--- src/design/lpd_pkg.sv ---
// ----------------------------------------------------------------------------
// lpd_pkg: shared constants and types of the LZSS pixel decoder
// Window geometry, field widths, command kinds and the controller/datapath
// command and status bundles.
// ----------------------------------------------------------------------------
`default_nettype none

package lpd_pkg;

	localparam int WINDOW_DEPTH  = 4096;
	localparam int WIN_AW        = $clog2(WINDOW_DEPTH);
	localparam int MAX_DIMENSION = 1023;
	localparam int DIM_W         = 10;
	localparam int PIX_CNT_W     = 20;
	localparam int DIST_W        = 12;
	localparam int LEN_W         = 6;
	localparam int MIN_MATCH     = 3;
	localparam int SRC_W         = ((WIN_AW > DIST_W) ? WIN_AW : DIST_W) + 1;

	typedef logic [2:0] kind_t;

	localparam kind_t K_STICKY    = 3'd0;
	localparam kind_t K_AFTER_END = 3'd1;
	localparam kind_t K_CONTROL   = 3'd2;
	localparam kind_t K_LITERAL   = 3'd3;
	localparam kind_t K_REF_LOW   = 3'd4;
	localparam kind_t K_BAD_DIST  = 3'd5;
	localparam kind_t K_OVERRUN   = 3'd6;
	localparam kind_t K_COPY      = 3'd7;

	typedef struct packed {
		logic accept;
		logic step;
		logic emit;
		logic copy_load;
		logic copy_read;
		logic copy_pixel;
	} dp_cmd_t;

	typedef struct packed {
		kind_t kind;
		logic  out_free;
		logic  copy_last;
	} dp_status_t;

endpackage

`default_nettype wire

--- src/design/lpd_ctrl.sv ---
// ----------------------------------------------------------------------------
// lpd_ctrl: sequencing state machine of the LZSS pixel decoder
// Accepts one byte, evaluates it, and runs the read/write cycles of a copy.
// ----------------------------------------------------------------------------
`default_nettype none

module lpd_ctrl (
	input  wire logic                clk,
	input  wire logic                arst_n,
	input  wire logic                in_valid,
	output logic                     in_stall,
	input  wire lpd_pkg::dp_status_t st,
	output lpd_pkg::dp_cmd_t         cmd
);

	localparam logic [1:0] S_IDLE    = 2'd0;
	localparam logic [1:0] S_EXEC    = 2'd1;
	localparam logic [1:0] S_COPY_RD = 2'd2;
	localparam logic [1:0] S_COPY_WR = 2'd3;

	logic [1:0] state_q;
	logic [1:0] state_d;

	always_comb begin
		cmd      = '0;
		state_d  = state_q;
		in_stall = (state_q != S_IDLE);
		case (state_q)
			S_IDLE: begin
				if (in_valid) begin
					cmd.accept = 1'b1;
					state_d    = S_EXEC;
				end
			end
			S_EXEC: begin
				if (st.kind inside {lpd_pkg::K_CONTROL, lpd_pkg::K_REF_LOW}) begin
					cmd.step = 1'b1;
					state_d  = S_IDLE;
				end else if (st.kind == lpd_pkg::K_COPY) begin
					cmd.copy_load = 1'b1;
					state_d       = S_COPY_RD;
				end else if (st.out_free) begin
					cmd.emit = 1'b1;
					state_d  = S_IDLE;
				end
			end
			S_COPY_RD: begin
				cmd.copy_read = 1'b1;
				state_d       = S_COPY_WR;
			end
			S_COPY_WR: begin
				if (st.out_free) begin
					cmd.copy_pixel = 1'b1;
					state_d        = st.copy_last ? S_IDLE : S_COPY_RD;
				end
			end
			default: begin
				state_d = S_IDLE;
			end
		endcase
	end

	always_ff @(posedge clk or negedge arst_n) begin
		if (!arst_n) begin
			state_q <= S_IDLE;
		end else begin
			state_q <= state_d;
		end
	end

	assert property (@(posedge clk) disable iff (!arst_n)
		(state_q == S_COPY_WR) |-> ($past(state_q) == S_COPY_RD || $past(state_q) == S_COPY_WR))
		else $error("copy write cycle entered without a window read");

	assert property (@(posedge clk) disable iff (!arst_n)
		cmd.accept |=> (state_q == S_EXEC))
		else $error("accepted byte not evaluated");

	assert property (@(posedge clk) disable iff (!arst_n)
		(cmd.copy_pixel && st.copy_last) |=> !in_stall)
		else $error("decoder not idle after final copied pixel");

endmodule

`default_nettype wire

--- config.mk ---
export PLATFORM = sky130hd
export DESIGN_NAME = lpd_ctrl
export DESIGN_NICKNAME = d
export VERILOG_FILES = /design/src/design/lpd_pkg.sv /design/src/design/lpd_ctrl.sv
export SDC_FILE = /design/constraint.sdc
export NUM_CORES = 1
export LEC_CHECK = 0
export BUFFER_PORTS_ARGS = -buffer_cell sky130_fd_sc_hd__buf_2
export CORE_AREA = 2 2 39 41
export CTS_BUF_LIST = sky130_fd_sc_hd__clkbuf_4 sky130_fd_sc_hd__clkbuf_8
export CTS_CLUSTER_DIAMETER = 80
export DETAILED_ROUTE_END_ITERATION = 12
export DIE_AREA = 0 0 41 43
export PLACE_DENSITY = 0.39
export SLEW_MARGIN = 20
export SYNTH_ARGS = -nofsm -noshare
export SYNTH_HDL_FRONTEND = slang
export SYNTH_SLANG_ARGS = --single-unit
--- constraint.sdc ---
create_clock -name clk -period 1.4 [get_ports clk]
set_input_delay 0.07 -clock clk [delete_from_list [all_inputs] [get_ports clk]]
set_output_delay 0.07 -clock clk [all_outputs]
set_load 0.01 [all_outputs]
* Word-level counts from Yosys, hierarchy flattened
Cells that the tools add are included.
Word-level totals: word-level logic and storage cells 31, register bits after elaboration 2, output and inout port bits 7, bits of input ports 8
Operators by class: mux-type cells 17, equality and inequality tests 9, reduce and logical (&&, ||, !) cells 4
Operators with widths (number):
- $mux 2 | 7
- $mux 1 | 8
- $pmux 2 s4 | 1
- $eq 3x3->1 const B | 2
- $eq 2x2->1 const B | 2
- $ne 2x2->1 const B | 2
- $ne 4x4->1 const B | 1
- $reduce_bool 2->1 | 2
- $eq 3x2->1 const B | 1
- $mux 3 | 1
- $reduce_and 3->1 | 1
- $eq 2x1->1 const B | 1
- $logic_not 2->1 | 1

* Logic depth before layout (Yosys ltp)
Gate-level depths: netlist of run 1.
word-level depth 4, depth in mapped cells 3, mapped depth without buffers 3

* Worst setup path after synthesis of run 1
No wires, ideal clock.
path type register to register, start point reg state_q[0], end point reg state_q[0], buffers on the path 0, library setup time 0.124 ns, data required time 1.276 ns, path slack 0.454 ns, arrival time 0.822 ns, cell stages (with the launch flop) 4, cell sequence dfrtp_1 > or2_4 > o21ai_2 > a21oi_1
On the way: word-level cells in the longest chain between the ends 3
Ends and longest elaborated chain:
- start: declaration | RTL line lpd_ctrl.sv:21 | logic [1:0] state_q;
- start signal: assignment | RTL line lpd_ctrl.sv:67 | state_q <= state_d;
- $eq 2x1->1 (tied with other cells) | RTL line lpd_ctrl.sv:28 | case (state_q)
- $ne 4x4->1 (no source line) or $ne 2x2->1 (tied branches)
- $reduce_and 3->1 (no source line)
Parallel ways exist; a longest one is shown, timed or not. A chain may end at the register's enable or synchronous reset.

==> results of run 1 <==
==> synthesized netlist by cell type <==
| master | count |
|---|---|
| nor2_1 | 3 |
| and2b_2 | 2 |
| dfrtp_1 | 2 |
| nand2_1 | 2 |
| nand3_1 | 2 |
| a21o_1 | 1 |
| a21oi_1 | 1 |
| and3_2 | 1 |
| inv_1 | 1 |
| nand2b_1 | 1 |
| nor3_1 | 1 |
| o21ai_1 | 1 |
| o21ai_2 | 1 |
| or2_4 | 1 |
| xnor2_1 | 1 |
==> power breakdown <==
part	switching (mW)	internal, mW	total [mW]
Combinational	0.117	0.134	0.251
Sequential	0.0374	0.0862	0.124
Clock	0.0299	0.0943	0.124
Total	0.184	0.315	0.499
==> kinds of logic (layout without fill, tap and decap cells) <==
family,after synthesis,after routing
and+or+nand+nor,13,13
buffers and inverters,1,19
AOI/OAI and AO/OA,4,4
DFF,2,2
xor gates and xnor gates,1,1
==> placed cells by master (no fill, tap or decap), drive strengths merged <==
cell type,Yosys,layout
a21o,1,1
a21oi,1,1
and2b,2,2
and3,1,1
buf,0,14
clkbuf,0,3
dfrtp,2,2
dlygate4sd3,0,1
inv,1,1
nand2,2,2
nand2b,1,1
nand3,2,2
nor2,3,3
nor3,1,1
o21ai,2,2
or2,1,1
xnor2,1,1
==> final timing paths <==
path                                             start                      to  slack [ps]
max in group asynchronous                       arst_n  state_q[1]$_DFFE_PN0P_        1140
worst max-delay path            state_q[0]$_DFFE_PN0P_                  cmd[5]         200
worst max register to register  state_q[0]$_DFFE_PN0P_  state_q[0]$_DFFE_PN0P_         430
min in group asynchronous                       arst_n  state_q[0]$_DFFE_PN0P_         160
worst min register to register  state_q[1]$_DFFE_PN0P_  state_q[1]$_DFFE_PN0P_         560
worst min-delay path                             st[1]  state_q[0]$_DFFE_PN0P_         150
==> metrics by stage <==
| step | hold slack, ps | cells | setup slack [ps] |
|---|---|---|---|
| 2_1_floorplan | -226 | 21 | 454 |
| 3_3_place_gp | -139 | 51 | 414 |
| 3_5_place_dp | -140 | 51 | 422 |
| 4_1_cts | 143 | 55 | 175 |
| 5_1_grt | 160 | 55 | 104 |
| 6_report | 146 | 55 | 201 |
==> final cells by class <==
cell class | count | area [sq um] | share of cell area (%)
tap | 16 | 20.0 | 7.02
inverter | 1 | 3.75 | 1.32
multi-input combinational | 18 | 109 | 38.2
timing repair buffer | 15 | 80.1 | 28.1
sequential | 2 | 50.0 | 17.5
clock buffer | 3 | 22.5 | 7.89
==> critical path, delay by kind of cell, from the launching register on <==
family / cells / cell delay, ps
buffers and inverters: 1 / 130
DFF: 1 / 410
and+or+nand+nor: 2 / 370
==> metal layers <==
metal / share of wire [%] / vias to the layer above / global-route usage [%]
met5: 0 / - / 0
met4: 0 / 0 / 8.00
met3: 19 / 0 / 4.71
met2: 34 / 14 / 6.56
met1: 47 / 74 / 7.72
li1: - / 109 / -
==> metrics.md, run 1 <==
| Metric | Value |
|---|---|
| Data required, critical path | 1330 ps |
| CP peak stage delay | 410 ps |
| Routed len/inst | 7.85 microns |
| GPL Wtd Cong | 0.631 |
| Relative slew margins | 87.0% |
| Hold Vio Cnt, Final | 0 |
| Post-Synth XOR/XNOR Area | 5.38% |
| TritonCTS clock tree | built |
| Largest family of logic cells by synthesized area | simple AND/OR/NAND/NOR gates |
| Largest register FFs | 2 |
| Core area | 1380 sq um |
| Area grow syn2layout | 75.4% |
| Critical path capture point type | primary output |
| Max-Cap Viols | 0 |
| Grt ovf | 0 |
| # port buffers | 14 |
| Root Driver | clkbuf_4 |
| H-tree depth | 1 |
| Pleak | 0.162 nW |
| Synth area leader | dfrtp_1 |
| Largest net degree at the start of global routing | 8 |
| Fillers | 158 |
| Initial Util | 11.8% |
| Tmin final | 1200 ps |
| CP Launch Type | flop |
| GRT Util Overall | 6.63% |
| Rows | 14 |
| Slowest-stage cell, CP | dfrtp_1 |
| Die X | 41 microns |
| Number of DRC markers in iteration 0 | 2 |
| Total clock sinks | 2 |
| Share of post-route cells with drive strength above 1 | 56.4% |
| Final HPWL DP | 370 microns |
| Final Cycle Share | 85.6% |
| Initial antenna violation count | 0 |
| Vert. Die Dim | 43 microns |
| Final max-slew violation count | 0 |
| R2R depth | 3 |
| Post-route cell area | 285 sq um |
| Unique masters post-synth | 15 |
| Drt drc | 0 |
| Hold crit path type | in2reg |
| CTS buffer count | 3 |
| Cts-stage hold buffer count | 1 |
| Cell Pwr Density | 1750 nW/um^2 |
| Peak supply drop | 332 uV |
| End-of-flow core utilization | 20.6% |
| CP Max Fanout | 7 |
| Arrival time at the worst endpoint | 1130 ps |
| Final wirelength | 432 microns |
| Max clock buf depth | 2 |
| Cell count after synthesis | 21 |
| Fin nets | 49 |
| Ant diodes | 0 |
| Hold path cells | 4 |
| Synth Area in Adders | 0% |
| Mapped cell area | 163 sq um |
| Num ports | 15 |
| Post-CTS sizing | 0 |
| Most flops, register | state_q |
| Mux cell area share after synthesis | 0% |
| Placed instance area | 253 sq um |
| Worst skew pair latency | 220 ps |
| Outcome | finished, final reports clean |
| Top cell type's share of synthesized area | 30.8% |
| Number of global-route vias before repair | 175 |
| Post-synthesis simple-gate area fraction | 45.4% |
| Final antenna-violating net count | 0 |
| Setup Buffers After CTS | 0 |
| Cells along the critical path | or2_4 -> nor2_1 -> buf_2 |
| Final setup viols | 0 |
| Synthesized flop and latch total | 2 |
| First-pass GRT wire length | 690 microns |
| Worst Clk Skew | 1.47 ps |
| Routed vias/inst | 3.58 |
| Syn. warnings | 0 |
| Area contributors post-synth | dfrtp_1 (31%), and2b_2 (11%), nor2_1 (6.9%) |
| RSZ-0062 raised after global routing | false |
| Top Registers | state_q: 2 flops |
| Worst-margin pin slew | 194 ps |
| DIE AREA | 1760 sq um |
| Syn avg cell area | 7.75 sq um |
| Synth Area in Compound Gates | 16.2% |
| Routed via count | 197 |
| Clk pin slew, worst setup/hold paths | 30 ps |
| Overall power | 0.499 mW |
| Post-synthesis net count | 29 |
| Fmax | 0.834 GHz |
| Register area share after synthesis | 30.8% |
| Setup TNS | 0 ps |
| WS Path Type | reg2out |
| 1st-pass router iterations | 2 |
No activity file was read; power rests on OpenSTA's default activity.
==> run 2, diff against run 1 <==
Settings changed: CORE_AREA 2 2 39 41 to 10 10 47 49, DIE_AREA 0 0 41 43 to 0 0 57 59.
==> metrics.md, run 2 (same netlist as run 1, synthesis figures left out) <==
| Metric | Value |
|---|---|
| Outcome | finished, final reports clean (unchanged) |
| Slowest-stage cell, CP | dfrtp_1 (unchanged) |
| Number of global-route vias before repair | 236 (was 175) |
| Hold crit path type | in2reg (unchanged) |
| H-tree depth | 1 (unchanged) |
| Worst skew pair latency | 220 ps (about the same) |
| Switching pwr | 0.190 mW (was 0.184 mW) |
| Initial Util | 11.6% (was 11.8%) |
| GRT Util Overall | 3.72% (was 6.63%) |
| Buf+Inv Stages, Crit Path | 1 (unchanged) |
| Hold Vio Cnt, Final | 0 (unchanged) |
| Post-CTS sizing | 0 (unchanged) |
| Die X | 57 microns (was 41 microns) |
| Share of post-route cells with drive strength above 1 | 56.4% (unchanged) |
| Cts-stage hold buffer count | 1 (unchanged) |
| Fmax | 0.822 GHz (was 0.834 GHz) |
| Setup slack after layout | 184 ps (was 201 ps) |
| Root Driver | clkbuf_4 (unchanged) |
| Fillers | 178 (was 158) |
| Overall power | 0.504 mW (was 0.499 mW) |
| Routed vias/inst | 3.80 (was 3.58) |
| Non-filler cells, final | 55 (unchanged) |
| CP peak stage delay | 410 ps (about the same) |
| CTS buffer count | 3 (unchanged) |
| Drt drc | 0 (unchanged) |
| Tmin final | 1220 ps (was 1200 ps) |
| Worst-margin pin slew | 176 ps (was 194 ps) |
| Final max-slew violation count | 0 (unchanged) |
| Ant diodes | 0 (unchanged) |
| Arrival time at the worst endpoint | 1150 ps (was 1130 ps) |
| Grt ovf | 0 (unchanged) |
| Clk pin slew, worst setup/hold paths | 30 ps (about the same) |
| Peak supply drop | 370 uV (was 332 uV) |
| Internal power | 0.315 mW (about the same) |
| Largest register FFs | 2 (unchanged) |
| Critical path capture point type | primary output (unchanged) |
| Fin nets | 49 (unchanged) |
| Seq pwr share | 24.8% (about the same) |
| Max clock buf depth | 2 (unchanged) |
| Routed via count | 209 (was 197) |
| Setup TNS | 0 ps (unchanged) |
| 1st-pass router iterations | 2 (unchanged) |
| CP Max Fanout | 6 (was 7) |
| Routed len/inst | 10.3 microns (was 7.85 microns) |
| End-of-flow core utilization | 20.4% (was 20.6%) |
| GPL Wtd Cong | 0.623 (was 0.631) |
| Final HPWL DP | 484 microns (was 370 microns) |
| First-pass GRT wire length | 972 microns (was 690 microns) |
| Initial antenna violation count | 0 (unchanged) |
| Commonest non-fill, non-tap cell in the layout | buf_2 (unchanged) |
| Largest net degree at the start of global routing | 8 (unchanged) |
| Seq. cell area | 50.0 sq um (unchanged) |
| Most frequent cells in the layout | buf_2 (14), nor2_1 (3), clkbuf_4 (3) (unchanged) |
| RSZ-0062 raised after global routing | false (unchanged) |
| Data required, critical path | 1330 ps (about the same) |
| Multi-input logic area | 109 sq um (unchanged) |
| Final Cycle Share | 86.9% (was 85.6%) |
| # port buffers | 14 (unchanged) |
| Comb pwr share | 50.5% (was 50.3%) |
| Cells along the critical path | nand2b_1 -> nor2_1 -> buf_2 (was or2_4 -> nor2_1 -> buf_2) |
| Final setup viols | 0 (unchanged) |
| Total clock sinks | 2 (unchanged) |
| Vert. Die Dim | 59 microns (was 43 microns) |
| Post-route cell area | 285 sq um (unchanged) |
| Clock Power Share | 24.8% (was 24.9%) |
| Cell family with most CP delay | flip-flops (unchanged) |
| Rows | 14 (unchanged) |
| Hold slack | 147 ps (was 146 ps) |
| Worst Clk Skew | 1.57 ps (was 1.47 ps) |
| Area grow syn2layout | 75.4% (unchanged) |
| TritonCTS clock tree | built (unchanged) |
| Inst Count DP | 51 (unchanged) |
| Relative slew margins | 88.2% (was 87.0%) |
| DIE AREA | 3360 sq um (was 1760 sq um) |
| Final wirelength | 566 microns (was 432 microns) |
| Placed instance area | 253 sq um (unchanged) |
| Pre-CTS setup slack | 399 ps (was 422 ps) |
| Final antenna-violating net count | 0 (unchanged) |
| CP Launch Type | flop (unchanged) |
| Most flops, register | state_q (unchanged) |
| Pleak | 0.162 nW (unchanged) |
| Setup Buffers After CTS | 0 (unchanged) |
| Cell Pwr Density | 1770 nW/um^2 (was 1750 nW/um^2) |
| WS Path Type | reg2out (unchanged) |
| Top Registers | state_q: 2 flops (unchanged) |
| Number of DRC markers in iteration 0 | 1 (was 2) |
| Fraction of power spent switching nets | 37.6% (was 36.9%) |
| Core area | 1400 sq um (was 1380 sq um) |
| Num ports | 15 (unchanged) |
| Max-Cap Viols | 0 (unchanged) |
==> run 2: cell counts in the layout (fill, tap and decap cells not counted) <==
No cell type changed its count.
==> run 2: worst min-delay path, stage by stage <==
cell and delay [ps]:
buf_2 100, nand3_1 60, a21o_1 100
==> run 2: layer usage <==
metal | vias to the layer above | track usage [%] | routed length, microns
li1 | 109 | - | -
met4 | 0 | 5.03 | 0
met1 | 89 | 4.63 | 276
met2 | 11 | 3.57 | 216
met5 | - | 0 | 0
met3 | 0 | 1.93 | 73
==> run 2: worst paths after layout <==
path | startpoint | end | slack, ps | cells past startpoint
max in group asynchronous | arst_n | state_q[0]$_DFFE_PN0P_ | 1140 | 2
min reg2reg | state_q[1]$_DFFE_PN0P_ | state_q[1]$_DFFE_PN0P_ | 550 | 1
max reg2reg | state_q[0]$_DFFE_PN0P_ | state_q[0]$_DFFE_PN0P_ | 420 | 3
min | st[0] | state_q[1]$_DFFE_PN0P_ | 150 | 3
min in group asynchronous | arst_n | state_q[1]$_DFFE_PN0P_ | 160 | 2
max | state_q[1]$_DFFE_PN0P_ | cmd[2] | 180 | 3
==> run 2: power by group through the flow <==
| stage | Sequential [mW] | Clock [mW] | Combinational (mW) |
|---|---|---|---|
| after floorplan | 0.115 | 0 | 0.173 |
| after global placement | 0.124 | 0 | 0.261 |
| after detailed placement | 0.126 | 0 | 0.258 |
| after CTS | 0.125 | 0.134 | 0.261 |
| after global routing | 0.134 | 0.142 | 0.287 |
| final | 0.125 | 0.125 | 0.255 |
==> run 2: cell type report <==
type	instances	area share (%)
Timing Repair Buffer	15	28.1
Inverter	1	1.32
Multi-Input combinational cell	18	38.2
Tap cell	16	7.02
Clock buffer	3	7.89
Sequential cell	2	17.5
